<file path="config.mk">
export PLATFORM = sky130hd
export DESIGN_NAME = three_channel_echo_ranger_top_flat
export DESIGN_NICKNAME = d
export VERILOG_FILES = /design/src/hdl/ter_pkg.sv /design/src/hdl/ter_if.sv /design/src/hdl/three_channel_echo_ranger_top.sv /design/src/hdl/ter_echo.sv /design/src/hdl/ter_scan.sv /design/src/flat_wrapper.sv
export VERILOG_INCLUDE_DIRS = /design/src /design/src/hdl
export SDC_FILE = /design/constraint.sdc
export NUM_CORES = 1
export LEC_CHECK = 0
export ABC_AREA = 1
export BUFFER_PORTS_ARGS = -buffer_cell sky130_fd_sc_hd__buf_2
export CAP_MARGIN = 20
export CORE_MARGIN = 1
export CORE_UTILIZATION = 45
export CTS_CLUSTER_DIAMETER = 40
export CTS_CLUSTER_SIZE = 10
export DETAILED_ROUTE_END_ITERATION = 8
export GPL_TIMING_DRIVEN = 0
export PLACE_DENSITY = 0.68
export SYNTH_ARGS = -nofsm -noshare
export SYNTH_HDL_FRONTEND = slang
export SYNTH_SLANG_ARGS = --single-unit
export TNS_END_PERCENT = 50
</file>
<file path="constraint.sdc">
create_clock -name clk_i -period 5.72 [get_ports clk_i]
set_input_delay 1.144 -clock clk_i [delete_from_list [all_inputs] [get_ports clk_i]]
set_output_delay 1.144 -clock clk_i [all_outputs]
set_load 0.01 [all_outputs]
</file>
<file path="src/hdl/three_channel_echo_ranger_top_defines.svh">
// Assertion macros shared by the ranger's RTL files.
`ifndef THREE_CHANNEL_ECHO_RANGER_TOP_DEFINES_SVH
`define THREE_CHANNEL_ECHO_RANGER_TOP_DEFINES_SVH

// Check a same-cycle implication, disabled while reset is asserted.
`define TER_ASSERT_NOW(label, clk, rst_n, ante, cons, msg) \
  label: assert property (@(posedge clk) disable iff (!(rst_n)) (ante) |-> (cons)) \
    else $error(msg);

// Check an implication in the next cycle, disabled while reset is asserted.
`define TER_ASSERT_NEXT(label, clk, rst_n, ante, cons, msg) \
  label: assert property (@(posedge clk) disable iff (!(rst_n)) (ante) |=> (cons)) \
    else $error(msg);

`endif

</file>
<file path="src/hdl/ter_pkg.sv">
// Shared types and constants of the three-channel echo ranger.
package ter_pkg;

  // Default sizing
  localparam int unsigned SensorCountDef = 3;
  localparam int unsigned TimerBitsDef   = 16;

  // Fixed field sizes
  localparam int unsigned EchoChannels = 3;
  localparam int unsigned RangeW       = 16;
  localparam int unsigned IntervalW    = 8;
  localparam int unsigned SensorIdW    = 2;

  // Reset values
  localparam logic [IntervalW-1:0] IntervalReset = 8'd20;
  localparam logic [RangeW-1:0]    RangeReset    = 16'd400;

  // Time-of-flight scaling: cm = ticks * TickUs / UsPerCm
  localparam int unsigned TickUs    = 64;
  localparam int unsigned UsPerCm   = 58;
  localparam int unsigned TickShift = $clog2(TickUs);

  // Tick count from which the distance no longer fits in RangeW bits
  localparam longint unsigned SatTicks =
      ((64'd1 << RangeW) * UsPerCm + TickUs - 1) / TickUs;

  // Reciprocal multiply for the divide by UsPerCm, exact below 2**NumW
  localparam int unsigned NumW      = RangeW + TickShift;
  localparam int unsigned DivShift  = NumW + $clog2(UsPerCm);
  localparam int unsigned RecipW    = NumW + 1;
  localparam longint unsigned DivRecipL =
      ((64'd1 << DivShift) + UsPerCm - 1) / UsPerCm;
  localparam logic [RecipW-1:0] DivRecip = RecipW'(DivRecipL);
  localparam int unsigned ProdW     = NumW + RecipW;

  // One sampled input transaction
  typedef struct packed {
    logic                    timer_tick;
    logic                    ms_tick;
    logic [EchoChannels-1:0] echo;
  } ter_item_t;

  // Trigger scheduler result
  typedef struct packed {
    logic                 fire;
    logic [SensorIdW-1:0] sensor;
  } ter_scan_t;

endpackage

</file>
<file path="src/hdl/ter_if.sv">
// Valid/ready channel interfaces for the ranger's input and result transactions.
interface ter_in_if;
  logic valid;
  logic ready;
  logic timer_tick;
  logic ms_tick;
  logic echo_left;
  logic echo_center;
  logic echo_right;

  modport source (output valid, timer_tick, ms_tick, echo_left, echo_center, echo_right,
                  input ready);
  modport sink   (input valid, timer_tick, ms_tick, echo_left, echo_center, echo_right,
                  output ready);
endinterface

interface ter_out_if;
  logic        valid;
  logic        ready;
  logic [15:0] range_left;
  logic [15:0] range_center;
  logic [15:0] range_right;
  logic        fire;
  logic [1:0]  fire_sensor;
  logic [2:0]  range_updated;

  modport source (output valid, range_left, range_center, range_right, fire, fire_sensor,
                  range_updated, input ready);
  modport sink   (input valid, range_left, range_center, range_right, fire, fire_sensor,
                  range_updated, output ready);
endinterface

</file>
<file path="src/hdl/three_channel_echo_ranger_top.sv">
// Top level of the three-channel ultrasonic echo ranger.
//
// item_i carries one sample per transaction: a 64 us timer tick, a
// millisecond tick and the three echo levels. result_o returns one
// transaction per sample: the three stored ranges in centimeters after
// this sample, a trigger strobe with its sensor, and a mask of ranges
// written by this sample. cfg_we_i/cfg_wdata_i load the scan interval.
// A sample lands in an input register; the edge, range and trigger
// logic between that register and the result register is
// combinational, and while the result register is full the sample
// waits in the input register. Throughput is one transaction per cycle
// while the receiver is ready; the range conversion multiplier sits in that logic.
// Reset clears the tick counter, echo history and scan counter, loads
// every range with 400 and the interval with 20, and empties both stages.
// When the receiver stalls, the result register holds, the input register
// keeps (or, if empty, takes) one more sample, and item_i.ready drops.
`include "three_channel_echo_ranger_top_defines.svh"

module three_channel_echo_ranger_top import ter_pkg::*; #(
  parameter int unsigned SENSOR_COUNT = SensorCountDef,
  parameter int unsigned TIMER_BITS   = TimerBitsDef
) (
  input  logic                 clk_i,
  input  logic                 rst_ni,
  ter_in_if.sink               item_i,
  ter_out_if.source            result_o,
  input  logic                 cfg_we_i,
  input  logic [IntervalW-1:0] cfg_wdata_i
);

  ter_item_t                           s1_q;
  logic                                s1_valid_q;
  logic                                out_valid_q;
  logic                                load;
  logic                                fire_q;
  logic [SensorIdW-1:0]                sensor_q;
  logic [EchoChannels-1:0]             updated_q;
  logic [EchoChannels-1:0]             updated;
  logic [EchoChannels-1:0][RangeW-1:0] ranges;
  ter_scan_t                           scan;

  // Move the staged sample into the result register when it is free
  assign load         = s1_valid_q && (!out_valid_q || result_o.ready);
  assign item_i.ready = !s1_valid_q || load;

  // Capture an accepted input transaction
  always_ff @(posedge clk_i or negedge rst_ni) begin
    if (!rst_ni) begin
      s1_valid_q <= 1'b0;
    end else if (item_i.ready) begin
      s1_valid_q <= item_i.valid;
    end
  end

  always_ff @(posedge clk_i) begin
    if (item_i.valid && item_i.ready) begin
      s1_q.timer_tick <= item_i.timer_tick;
      s1_q.ms_tick    <= item_i.ms_tick;
      s1_q.echo       <= {item_i.echo_right, item_i.echo_center, item_i.echo_left};
    end
  end

  ter_echo #(
    .TimerBits (TIMER_BITS)
  ) u_echo (
    .clk_i     (clk_i),
    .rst_ni    (rst_ni),
    .step_i    (load),
    .item_i    (s1_q),
    .ranges_o  (ranges),
    .updated_o (updated)
  );

  ter_scan #(
    .SensorCount (SENSOR_COUNT)
  ) u_scan (
    .clk_i       (clk_i),
    .rst_ni      (rst_ni),
    .cfg_we_i    (cfg_we_i),
    .cfg_wdata_i (cfg_wdata_i),
    .step_i      (load),
    .ms_tick_i   (s1_q.ms_tick),
    .scan_o      (scan)
  );

  // Hold the result until the receiver takes it
  always_ff @(posedge clk_i or negedge rst_ni) begin
    if (!rst_ni) begin
      out_valid_q <= 1'b0;
    end else if (load) begin
      out_valid_q <= 1'b1;
    end else if (result_o.ready) begin
      out_valid_q <= 1'b0;
    end
  end

  always_ff @(posedge clk_i) begin
    if (load) begin
      fire_q    <= scan.fire;
      sensor_q  <= scan.sensor;
      updated_q <= updated;
    end
  end

  // Ranges only change on a load, so the range registers serve as result payload
  assign result_o.valid         = out_valid_q;
  assign result_o.range_left    = ranges[0];
  assign result_o.range_center  = ranges[1];
  assign result_o.range_right   = ranges[2];
  assign result_o.fire          = fire_q;
  assign result_o.fire_sensor   = sensor_q;
  assign result_o.range_updated = updated_q;

  // Checks
  `TER_ASSERT_NOW(a_ready_when_empty, clk_i, rst_ni, !s1_valid_q, item_i.ready,
                  "input stage empty but not ready")
  `TER_ASSERT_NEXT(a_load_fills_result, clk_i, rst_ni, load, out_valid_q,
                   "result register not valid after a load")
  `TER_ASSERT_NEXT(a_stage_holds, clk_i, rst_ni, s1_valid_q && !load, s1_valid_q,
                   "staged transaction lost while stalled")
  `TER_ASSERT_NOW(a_fire_needs_ms, clk_i, rst_ni, !s1_q.ms_tick && s1_valid_q, !scan.fire,
                  "trigger without a millisecond tick")

endmodule

</file>
<file path="src/hdl/ter_echo.sv">
// Echo edge detection, shared tick counter and per-sensor range registers.
module ter_echo import ter_pkg::*; #(
  parameter int unsigned TimerBits = TimerBitsDef
) (
  input  logic                                 clk_i,
  input  logic                                 rst_ni,
  input  logic                                 step_i,
  input  ter_item_t                            item_i,
  output logic [EchoChannels-1:0][RangeW-1:0]  ranges_o,
  output logic [EchoChannels-1:0]              updated_o
);

  logic [TimerBits-1:0]                timer_q, timer_d;
  logic [EchoChannels-1:0]             prev_q;
  logic [EchoChannels-1:0][RangeW-1:0] range_q, range_d;
  logic [EchoChannels-1:0]             rise, fall;
  logic [31:0]                         timer_ext;
  logic                                sat;
  logic [NumW-1:0]                     numer;
  logic [ProdW-1:0]                    prod;
  logic [RangeW-1:0]                   cm;
  logic                                cleared;

  // Find edges against the previous levels
  assign rise = item_i.echo & ~prev_q;
  assign fall = ~item_i.echo & prev_q;

  // Convert the current tick count to centimeters, saturating
  assign timer_ext = 32'(timer_q);
  assign sat       = (64'(timer_ext) >= SatTicks);
  assign numer     = {timer_ext[RangeW-1:0], {TickShift{1'b0}}};
  assign prod      = ProdW'(numer) * ProdW'(DivRecip);
  assign cm        = sat ? {RangeW{1'b1}} : prod[DivShift +: RangeW];

  // Walk the channels in order; a rising edge zeroes the count seen later
  always_comb begin
    range_d = range_q;
    cleared = 1'b0;
    for (int i = 0; i < EchoChannels; i++) begin
      if (fall[i]) begin
        range_d[i] = cleared ? '0 : cm;
      end
      if (rise[i]) begin
        cleared = 1'b1;
      end
    end
  end

  // Clear on any rising edge, then count the timer tick
  always_comb begin
    timer_d = (|rise) ? '0 : timer_q;
    if (item_i.timer_tick) begin
      timer_d = timer_d + TimerBits'(1);
    end
  end

  // Advance state once per transaction
  always_ff @(posedge clk_i or negedge rst_ni) begin
    if (!rst_ni) begin
      timer_q <= '0;
      prev_q  <= '0;
      range_q <= {EchoChannels{RangeReset}};
    end else if (step_i) begin
      timer_q <= timer_d;
      prev_q  <= item_i.echo;
      range_q <= range_d;
    end
  end

  assign ranges_o  = range_q;
  assign updated_o = fall;

endmodule

</file>
<file path="src/hdl/ter_scan.sv">
// Scan interval register, millisecond counter and round-robin trigger selection.
module ter_scan import ter_pkg::*; #(
  parameter int unsigned SensorCount = SensorCountDef
) (
  input  logic                 clk_i,
  input  logic                 rst_ni,
  input  logic                 cfg_we_i,
  input  logic [IntervalW-1:0] cfg_wdata_i,
  input  logic                 step_i,
  input  logic                 ms_tick_i,
  output ter_scan_t            scan_o
);

  localparam int unsigned NsW = (SensorCount > 1) ? $clog2(SensorCount) : 1;
  localparam logic [NsW-1:0] LastSensor = NsW'(SensorCount - 1);

  logic [IntervalW-1:0] interval_q;
  logic [7:0]           cnt_q, cnt_inc;
  logic [NsW-1:0]       next_q;
  logic                 fire;

  // Saturating count and trigger decision
  assign cnt_inc = (cnt_q == 8'hFF) ? cnt_q : cnt_q + 8'd1;
  assign fire    = ms_tick_i && (cnt_inc >= interval_q);

  // Hold the scan interval register
  always_ff @(posedge clk_i or negedge rst_ni) begin
    if (!rst_ni) begin
      interval_q <= IntervalReset;
    end else if (cfg_we_i) begin
      interval_q <= cfg_wdata_i;
    end
  end

  // Advance the counter and rotate the sensor on a trigger
  always_ff @(posedge clk_i or negedge rst_ni) begin
    if (!rst_ni) begin
      cnt_q  <= '0;
      next_q <= '0;
    end else if (step_i && ms_tick_i) begin
      cnt_q <= fire ? 8'd0 : cnt_inc;
      if (fire) begin
        next_q <= (next_q == LastSensor) ? '0 : next_q + NsW'(1);
      end
    end
  end

  // The fired sensor and the next one agree before the rotation
  assign scan_o.fire   = fire;
  assign scan_o.sensor = SensorIdW'(next_q);

endmodule
</file>
<file path="src/flat_wrapper.sv">
// flat-port wrapper written by rule: the top's interface ports become plain ports
module three_channel_echo_ranger_top_flat import ter_pkg::*;
#(
  parameter int unsigned SENSOR_COUNT = SensorCountDef,
  parameter int unsigned TIMER_BITS   = TimerBitsDef
)
  (clk_i, rst_ni, cfg_we_i, cfg_wdata_i, item_i_valid, item_i_timer_tick, item_i_ms_tick, item_i_echo_left, item_i_echo_center, item_i_echo_right, item_i_ready, result_o_valid, result_o_range_left, result_o_range_center, result_o_range_right, result_o_fire, result_o_fire_sensor, result_o_range_updated, result_o_ready);
  ter_in_if item_i_i ();
  ter_out_if result_o_i ();
  input  logic clk_i;
  input  logic rst_ni;
  input  logic cfg_we_i;
  input  logic [IntervalW-1:0] cfg_wdata_i;
  input wire logic [$bits(item_i_i.valid)-1:0] item_i_valid;
  input wire logic [$bits(item_i_i.timer_tick)-1:0] item_i_timer_tick;
  input wire logic [$bits(item_i_i.ms_tick)-1:0] item_i_ms_tick;
  input wire logic [$bits(item_i_i.echo_left)-1:0] item_i_echo_left;
  input wire logic [$bits(item_i_i.echo_center)-1:0] item_i_echo_center;
  input wire logic [$bits(item_i_i.echo_right)-1:0] item_i_echo_right;
  output wire logic [$bits(item_i_i.ready)-1:0] item_i_ready;
  output wire logic [$bits(result_o_i.valid)-1:0] result_o_valid;
  output wire logic [$bits(result_o_i.range_left)-1:0] result_o_range_left;
  output wire logic [$bits(result_o_i.range_center)-1:0] result_o_range_center;
  output wire logic [$bits(result_o_i.range_right)-1:0] result_o_range_right;
  output wire logic [$bits(result_o_i.fire)-1:0] result_o_fire;
  output wire logic [$bits(result_o_i.fire_sensor)-1:0] result_o_fire_sensor;
  output wire logic [$bits(result_o_i.range_updated)-1:0] result_o_range_updated;
  input wire logic [$bits(result_o_i.ready)-1:0] result_o_ready;
  assign item_i_i.valid = item_i_valid;
  assign item_i_i.timer_tick = item_i_timer_tick;
  assign item_i_i.ms_tick = item_i_ms_tick;
  assign item_i_i.echo_left = item_i_echo_left;
  assign item_i_i.echo_center = item_i_echo_center;
  assign item_i_i.echo_right = item_i_echo_right;
  assign item_i_ready = item_i_i.ready;
  assign result_o_valid = result_o_i.valid;
  assign result_o_range_left = result_o_i.range_left;
  assign result_o_range_center = result_o_i.range_center;
  assign result_o_range_right = result_o_i.range_right;
  assign result_o_fire = result_o_i.fire;
  assign result_o_fire_sensor = result_o_i.fire_sensor;
  assign result_o_range_updated = result_o_i.range_updated;
  assign result_o_i.ready = result_o_ready;
  three_channel_echo_ranger_top #(.SENSOR_COUNT(SENSOR_COUNT), .TIMER_BITS(TIMER_BITS)) u_core (.clk_i(clk_i), .rst_ni(rst_ni), .item_i(item_i_i), .result_o(result_o_i), .cfg_we_i(cfg_we_i), .cfg_wdata_i(cfg_wdata_i));
endmodule
</file>
; ---- Yosys cells after proc, flatten, opt, wreduce, memory -nomap -nowiden
; Cells that the tools add are included.
; Widths: inputs -> output; s select.
[totals]
reg_bits = 98
in_bits = 18
out_inout_bits = 56
word_cells = 54
[classes]
n_addsub = 3
multipliers = 1
order_cmp = 2
eq_ne = 2
muxes = 12
n_bitwise = 4
n_reduce_logical = 14
[op_table]
columns = cell, n
row1 = $mux 16, 5
row2 = $mul 16x22->37 const B, 1
row3 = $add 16x1->16 const B, 1
row4 = $ge 16x16->1 const B, 1
row5 = $mux 8, 2
row6 = $add 8x1->8 const B, 1
row7 = $eq 8x8->1 const B, 1
row8 = $ge 8x8->1, 1
row9 = $reduce_and 2->1, 4
row10 = $and 3x3->3, 2
row11 = $not 3->3, 2
row12 = $logic_and 1x1->1, 4
row13 = $mux 1, 4
row14 = $reduce_or 3->1, 1
row15 = $add 2x1->2 const B, 1
row16 = $eq 2x2->1 const B, 1
row17 = $logic_not 1->1, 2
row18 = $logic_or 1x1->1, 2
row19 = $mux 2, 1
row20 = $reduce_bool 2->1, 1

; ---- Longest topological paths before layout
; Gate-level depths: netlist of the first run.
[logic_depth]
word_depth = 6
ltp_mapped = 26
depth_no_buf = 26

; ---- Modules after synthesis
; Synthesis of the first run repeated with hierarchy kept, for this count alone.
[unflattened]
hier_cells = 1400
hier_area_um2 = 11323.4
[modules_own_cells]
columns = mod, n_inst, cells_each, area_each_um2, seq_area_each_um2
row1 = ter_echo, 1, 1213, 9696.8, 1687.9
row2 = ter_scan, 1, 164, 1201.2, 452.9
row3 = three_channel_echo_ranger_top, 1, 23, 425.4, 380.4

; ---- Worst setup path after synthesis of the first run
; No wires, ideal clock.
[synth_timing]
kind = flip-flop to flip-flop
startpoint = reg u_core.u_echo.timer_q[4]
endpoint = reg u_core.u_echo.range_q (netlist bit u_core.u_echo.ranges_o[27])
setup_ns = 0.117
arrival_ns = 4.975
required_time_ns = 5.603
setup_slack_ns = 0.629
stages_incl_launch_ff = 23
path_buffers = 0
path_cell_list = dfrtp_1 -> fa_1 -> inv_1 -> fa_1 -> inv_1 -> fa_1 -> fa_1 -> fa_1 -> inv_1 -> fa_1 -> inv_1 -> ha_1 -> nand2_1 -> nor2_1 -> inv_1 -> nor3_1 -> nand2_1 -> nand2_1 -> nand3_1 -> nand3_1 -> nand3_1 -> nand2_1 -> nand2_1
[synth_between]
elab_chain_len = 3
word_cells_on_any_way = 4
classes_between = mul: 1 / order compare: 1 / mux: 2
[synth_lines]
columns = element, line_no
row1 = start: declaration, ter_echo.sv:13  ; logic [TimerBits-1:0] timer_q, timer_d;
row2 = start signal: assignment, ter_echo.sv:64  ; timer_q <= timer_d;
row3 = $mul 16x22->37 or $ge 16x16->1 (tied branches), "ter_echo.sv:32, ter_echo.sv:30"
row4 = $mux 16 *, ter_echo.sv:33  ; assign cm = sat ? {RangeW{1'b1}} : prod[DivShift +: RangeW];
row5 = $mux 16 *, ter_echo.sv:41  ; range_d[i] = cleared ? '0 : cm;
row6 = end signal: assignment, ter_echo.sv:62  ; range_q <= {EchoChannels{RangeReset}};
row7 = end signal: assignment, ter_echo.sv:66  ; range_q <= range_d;
row8 = end: declaration, ter_echo.sv:15  ; logic [EchoChannels-1:0][RangeW-1:0] range_q, range_d;
; Mark *: on every way between the ends. The rest lies on a longest branch, timed or not.
; A chain may end at the register's enable or synchronous reset.

; ---- Worst setup path in the final report of the first run
[layout_timing]
startpoint = reg u_core.u_echo.timer_q[4]
endpoint = reg u_core.u_echo.range_q (netlist bit u_core.u_echo.ranges_o[44])
; The elaborated chain is that of the path after synthesis.

==> results of run 1 <==
-- worst min-delay path, cell delays in order, from the launching register on --
cell,delay [ns]
dfstp_2,0.37
nand2_1,0.05
nand2_1,0.05
-- flip-flops by register name (all words and copies together), names as in the netlist, 2 cells and up --
| signal | count |
|---|---|
| u_core.u_echo.ranges_o | 48 |
| u_core.u_echo.timer_q | 16 |
| u_core.u_scan.cnt_q | 8 |
| u_core.result_o.range_updated | 3 |
| u_core.result_o.fire_sensor | 2 |
| u_core.u_echo.prev_q | 3 |
| u_core.s1_q | 5 |
| u_core.u_scan.interval_q | 8 |
| u_core.u_scan.next_q | 2 |
-- metrics by stage --
stage                     cells  setup WS (ns)  TNS (ns)  cell area, µm²  power, mW
after floorplan            1362          0.629         0           11200       1.60
final                      1804          0.210         0           12700       2.61
after global routing       1804        -0.0564    -0.320           12700       2.81
after CTS                  1779        0.00339         0           12300       2.60
after detailed placement   1760         -0.151     -2.03           12000       1.93
after global placement     1759         -0.121     -1.51           11900       1.90
-- timing repair --
item | 4_1_cts | 5_1_grt
setup endpoints to repair | 36 | 48
buffers inserted | 3 | 25
gates cloned | 0 | 0
pin swaps | 0 | 2
resized for setup | 7 | 62
-- cells in the final DEF (no fill, tap or decap), types with 28 or more instances in the layout --
| cell | count |
|---|---|
| o21ai_0 | 31 |
| buf_2 | 76 |
| nor2_1 | 80 |
| inv_1 | 310 |
| nand2_1 | 335 |
| nand3_1 | 45 |
| a21oi_1 | 38 |
| fa_1 | 112 |
| dfrtp_1 | 62 |
| ha_1 | 161 |
| buf_4 | 28 |
-- cell usage after synthesis (all sizes together) --
cell / instances
and3: 1
mux2: 1
clkinv: 1
xnor2: 7
inv: 315
nor4: 3
fa: 117
dfrtp: 76
o31ai: 1
o21bai: 7
o22ai: 4
or2: 6
buf: 6
xor2: 14
o21ai: 42
a21oi: 47
nand3: 54
nor3: 13
ha: 166
dfstp: 11
nand4: 8
o2111ai: 1
nor2: 94
nand3b: 1
nand2: 344
clkbuf: 4
a21boi: 2
a31oi: 1
and2: 1
edfxtp: 11
a21o: 3
-- power by group --
| group | leakage [nW] | switching, mW | internal (mW) |
|---|---|---|---|
| logic | 5.90 | 0.611 | 0.370 |
| registers | 1.21 | 0.112 | 0.866 |
| clock network | 0.156 | 0.300 | 0.352 |
| total | 7.27 | 1.02 | 1.59 |
-- cells by family after synthesis --
family,count (synthesis),share of synthesized area (%)
simple gates,525,19.5
fa+ha+maj,283,39.6
buf+inv,326,11.1
mux,1,0.101
flops,98,22.6
xor+xnor,21,1.65
compound gates,108,5.39
-- worst min path at each step --
stage                                           to  slack, ns  cells after the start
global route            u_core.u_echo.ranges_o[24]       0.48                      2
finish                  u_core.u_echo.ranges_o[24]       0.47                      2
global placement        u_core.u_echo.ranges_o[36]       0.45                      2
CTS                     u_core.u_echo.ranges_o[24]       0.47                      2
floorplan           u_core.result_o.fire_sensor[0]       0.45                      0
detailed placement      u_core.u_echo.ranges_o[23]       0.46                      2
-- final cells by class --
type                    instances  area share, %
clock buffers                   9           1.77
inverters                     316           9.36
flip-flops and latches         98           20.0
multi-input cells             938           59.6
well taps                     324           3.19
plain buffers                  10          0.423
clock inverters                 7          0.728
repair buffers                102           4.96
-- per-layer routing --
metal | share of wire (%) | GRT usage, % | vias up
li1 | - | - | 4385
met1 | 46 | 30.7 | 4234
met2 | 46 | 36.5 | 182
met3 | 5.2 | 4.35 | 43
met4 | 2.4 | 6.03 | 0
met5 | 0 | 0 | -
==> metrics.cfg, run 1 <==
[logic_synthesis]
ys_ff_latch=98
syn_nets=1663
syn-instance-count=1362
yosysSeqAreaShare_pct=22.6
synth_top_area_cell=fa_1
synth_area_leaders=fa_1 21%, ha_1 19%, dfrtp_1 17%
netlist_area_um2=11200
synth_top_area_share_pct=21.0
syn_avg_cell_area_um2=8.19
ys_types=44
yosys_warnings=0

[cts]
ctsRootBufferMaster=clkbuf_16
cts_sinks=98
cts-hold-fix-buffers=0
htreeDepth=3
cts_buffers=9
worstSkewPairLatency_ns=0.36
cts_tree=yes
clkTransAtPathRegs_ns=0.08
clock_path_buffers=2

[placement]
place_hpwl_mm=22.6
place.port_buffers=73
place_congestion=0.938

[setup_path]
critPathRequiredTime_ns=5.98
critPathKind=flop to flop
start_kind=flop
cp-endpoint=u_core.u_echo.ranges_o[44]
cp_max_fo=7
setup.worst_path.end_class=flop
cp_top_family=adder cells
reg2reg_slack_ns=0.21
critPathLaunch=u_core.u_echo.timer_q[4]
r2r-start=u_core.u_echo.timer_q[4]
arrival_ns=5.77
timing.critical_path.mode_cell=nand2_1
path_buf_inv=5
crit_slowest_cell=fa_2
worstPathCellList=fa_2 > inv_1 > fa_1 > inv_1 > fa_1 > fa_2 > fa_1 > inv_1 > fa_1 > inv_1 > ha_1 > nand2_1 > nor2_1 > inv_1 > nor3_2 > nand2_1 > nand2_1 > nand2_1 > nand3_1 > nand3_1 > nand2_1 > nand2_1
worst_path_largest_cell_delay_ns=0.60
path_depth=22
r2r_cells=22
r2r-end=u_core.u_echo.ranges_o[44]

[grt]
overflow=0
grt_pass1_vias=8936
grt_max_degree=71
antenna_found_initial=0
grtUsageTotal_pct=22.5
grt_pass1_wl_mm=45.1

[timing]
period_share_pct=96.3
fmax_ghz=0.181
rsz0062_at_grt=true
finalClockSkew_ns=0.0132
hold_slack_ns=0.469
slew_headroom_pct=47.3
hold_viol_final=0
layout_min_cycle_time_ns=5.51
worst_pin_slew_ns=0.791
final-setup-viol-count=0
slew_viol_final=0

[final_layout]
multiInputGateArea_um2=7570
postLayoutCoreUtil_pct=52.3
layout-drive-gt1-share_pct=14.9
regArea_um2=2540
fillers=2272
diodes=0
area_delta_synth_final_pct=13.9
final_nets=1776

[route]
wl_mm=27.3
drcViolationCount=0
wire_per_inst_um=15.1
viasPerCell=4.90
vias=8844
dr.first_iter.drc_count=514
antenna_left=0
firstDrtPassIters=5

[power]
leakage_nw=7.27
power.density_nw_per_um2=205
ir_drop_uv=169

[die]
coreArea_um2=24300
chipHeight_um=159
pin_count=74
start_util_pct=45.9
die_area_um2=25400
die_width_um=159
rows=57

[hold_path]
hp-start=u_core.u_echo.ranges_o[24]
hold_path.class=flop to flop

[run_status]
status=complete, no violations

[flow_run]
maxCapViolCount=0

Note: power is estimated with default switching activity, not from simulation.
==> run 2, diff against run 1 <==
Settings changed: BUFFER_PORTS_ARGS -buffer_cell sky130_fd_sc_hd__buf_2 to -buffer_cell sky130_fd_sc_hd__buf_4, CAP_MARGIN 20 to 40.
==> metrics.cfg, run 2 (synthesis gave the netlist of run 1 again) <==
[placement]
place_hpwl_mm=23.1  ; +2.2%
place.port_buffers=73  ; unchanged
place_congestion=0.935  ; -0.32%
placed_area_um2=12100  ; +1.5%
dp_cells=1760  ; unchanged

[route]
wl_mm=28.0  ; +2.8%
drcViolationCount=0  ; unchanged
antenna_left=0  ; unchanged
vias=8878  ; +0.38%
firstDrtPassIters=6  ; +1
wire_per_inst_um=15.5  ; +2.3%
viasPerCell=4.90  ; about the same
dr.first_iter.drc_count=441  ; -14%

[setup_path]
r2r-start=u_core.u_echo.timer_q[3]
critPathLaunch=u_core.u_echo.timer_q[3]
cp_top_family=adder cells
cp-endpoint=u_core.u_echo.ranges_o[43]
cp_max_fo=7  ; unchanged
r2r_cells=23  ; +4.5%
r2r-end=u_core.u_echo.ranges_o[43]
reg2reg_slack_ns=0.19  ; -0.02 ns
path_depth=23  ; +4.5%
worst_path_largest_cell_delay_ns=0.56  ; -0.04 ns
path_buf_inv=6  ; +1
setup.worst_path.end_class=flop
worstPathCellList=inv_1 > ha_2 > inv_1 > fa_1 > inv_1 > fa_1 > fa_1 > fa_1 > inv_1 > fa_1 > inv_1 > ha_1 > nand2_1 > nor2_1 > inv_2 > nor3_2 > nand2_1 > nand2_1 > nand3_2 > nand3_1 > nand3_2 > nand2_2 > nand2_1
crit_slowest_cell=fa_1
critPathKind=flop to flop
critPathRequiredTime_ns=5.97  ; about the same
start_kind=flop
arrival_ns=5.79  ; +0.02 ns

[grt]
grt_pass1_vias=9049  ; +1.3%
antenna_found_initial=0  ; unchanged
overflow=0  ; unchanged
grt_max_degree=63  ; -11%
grtUsageTotal_pct=22.9  ; +0.43 points
grt_pass1_wl_mm=45.9  ; +1.9%

[timing]
slew_viol_final=0  ; unchanged
final-setup-viol-count=0  ; unchanged
rsz0062_at_grt=true
period_share_pct=96.7  ; +0.41 points
hold_viol_final=0  ; unchanged
layout_min_cycle_time_ns=5.53  ; +0.0234 ns
fmax_ghz=0.181  ; -0.42%
hold_slack_ns=0.477  ; +0.00746 ns
finalClockSkew_ns=0.0142  ; +0.00103 ns
worst_pin_slew_ns=0.781  ; -0.0101 ns
slew_headroom_pct=48.0  ; +0.67 points

[power]
clkPwrFrac_pct=23.6  ; -1.4 points
ir_drop_uv=174  ; +3.0%
power.density_nw_per_um2=205  ; -0.39%
total_power_mw=2.64  ; +1.3%
internal_power_mw=1.60  ; +1.1%
switchingPower_mw=1.04  ; +1.7%
leakage_nw=7.33  ; +0.79%
power_frac_seq_pct=37.2  ; -0.2 points
power_frac_comb_pct=39.2  ; +1.6 points
swShare_pct=39.3  ; +0.13 points

[cts]
cts_tree=yes
cts-hold-fix-buffers=0  ; unchanged
worstSkewPairLatency_ns=0.36  ; about the same
htreeDepth=3  ; unchanged
cts_buffers=9  ; unchanged
cts_sinks=98  ; unchanged
clock_path_buffers=2  ; unchanged
ctsRootBufferMaster=clkbuf_16
clkTransAtPathRegs_ns=0.08  ; about the same

[die]
die_area_um2=25400  ; unchanged
die_width_um=159  ; unchanged
coreArea_um2=24300  ; unchanged
rows=57  ; unchanged
start_util_pct=45.9  ; unchanged
pin_count=74  ; unchanged
chipHeight_um=159  ; unchanged

[final_layout]
postLayoutCoreUtil_pct=53.2  ; +0.90 points
layout-drive-gt1-share_pct=15.9  ; +0.93 points
final_cells=1812  ; +0.44%
final_nets=1784  ; +0.45%
finish.instance_area_um2=12900  ; +1.7%
area_delta_synth_final_pct=15.9
largest_reg_flops=48  ; unchanged
mostFrequentLayoutCell=nand2_1
final_cell_mix=334 x nand2_1, 307 x inv_1, 161 x ha_1
diodes=0  ; unchanged

[hold_path]
hold_path.class=flop to flop

[flow_run]
maxCapViolCount=0  ; unchanged

[run_status]
status=complete, no violations

run 2: cell count changes in the layout (fill, tap and decap cells not counted), moves of 3 or more:
cell	previous run	this run
inv_8	1	4
inv_1	310	307
inv_6	3	0
inv_2	4	7
buf_4	28	109
buf_2	76	4
run 2: area by class of cell:
class | count | area, µm²
multi-input cells | 938 | 7580
clock buffers | 9 | 225
plain buffers | 10 | 53.8
flip-flops and latches | 98 | 2540
repair buffers | 110 | 858
clock inverters | 7 | 78.8
fillers | 2245 | 11400
well taps | 324 | 405
inverters | 316 | 1190
run 2: repair_timing:
action	4_1_cts	5_1_grt
buffers inserted	2	34
gates resized for setup	8	65
pin swaps	0	11
endpoints found under the setup margin	36	48
endpoints found under the hold margin	0	0
run 2: power groups by stage:
stage | clock [mW] | combinational (mW) | sequential, mW
after floorplan | 0 | 0.583 | 1.01
after global placement | 0 | 0.973 | 0.993
after detailed placement | 0 | 1.00 | 0.992
after CTS | 0.637 | 1.01 | 0.986
after global routing | 0.664 | 1.19 | 1.00
final | 0.625 | 1.04 | 0.984
run 2: how the worst min path moves through the flow:
stage,endpoint,cells after the start,startpoint
finish,u_core.u_echo.ranges_o[39],2,u_core.u_echo.ranges_o[39]
global route,u_core.u_echo.ranges_o[8],2,u_core.u_echo.ranges_o[8]
CTS,u_core.u_echo.ranges_o[39],2,u_core.u_echo.ranges_o[39]
detailed placement,u_core.u_echo.ranges_o[8],2,u_core.u_echo.ranges_o[8]
global placement,u_core.u_echo.ranges_o[36],2,u_core.u_echo.ranges_o[36]
floorplan,u_core.result_o.fire_sensor[0],0,u_core.u_scan.next_q[0]
run 2: layer usage:
metal | GRT usage (%) | part of all wire [%]
met3 | 4.38 | 4.9
met4 | 6.91 | 3.1
met5 | 0 | 0
met2 | 37.2 | 46
met1 | 31.0 | 45
run 2: worst reg2reg max path: cells and delay by family (launching register included):
family                     cells  cell delay [ns]
adders and majority gates      7             3.36
and+or+nand+nor               10             1.10
buffers and inverters          6             0.50
DFF                            1             0.48
run 2: metrics by stage:
stage / worst slack (ns) / setup TNS [ns]
after detailed placement: -0.150 / -2.24
after floorplan: 0.629 / 0
final: 0.186 / 0
after global placement: -0.105 / -1.14
after global routing: -0.0381 / -0.247
after CTS: 0.00730 / 0
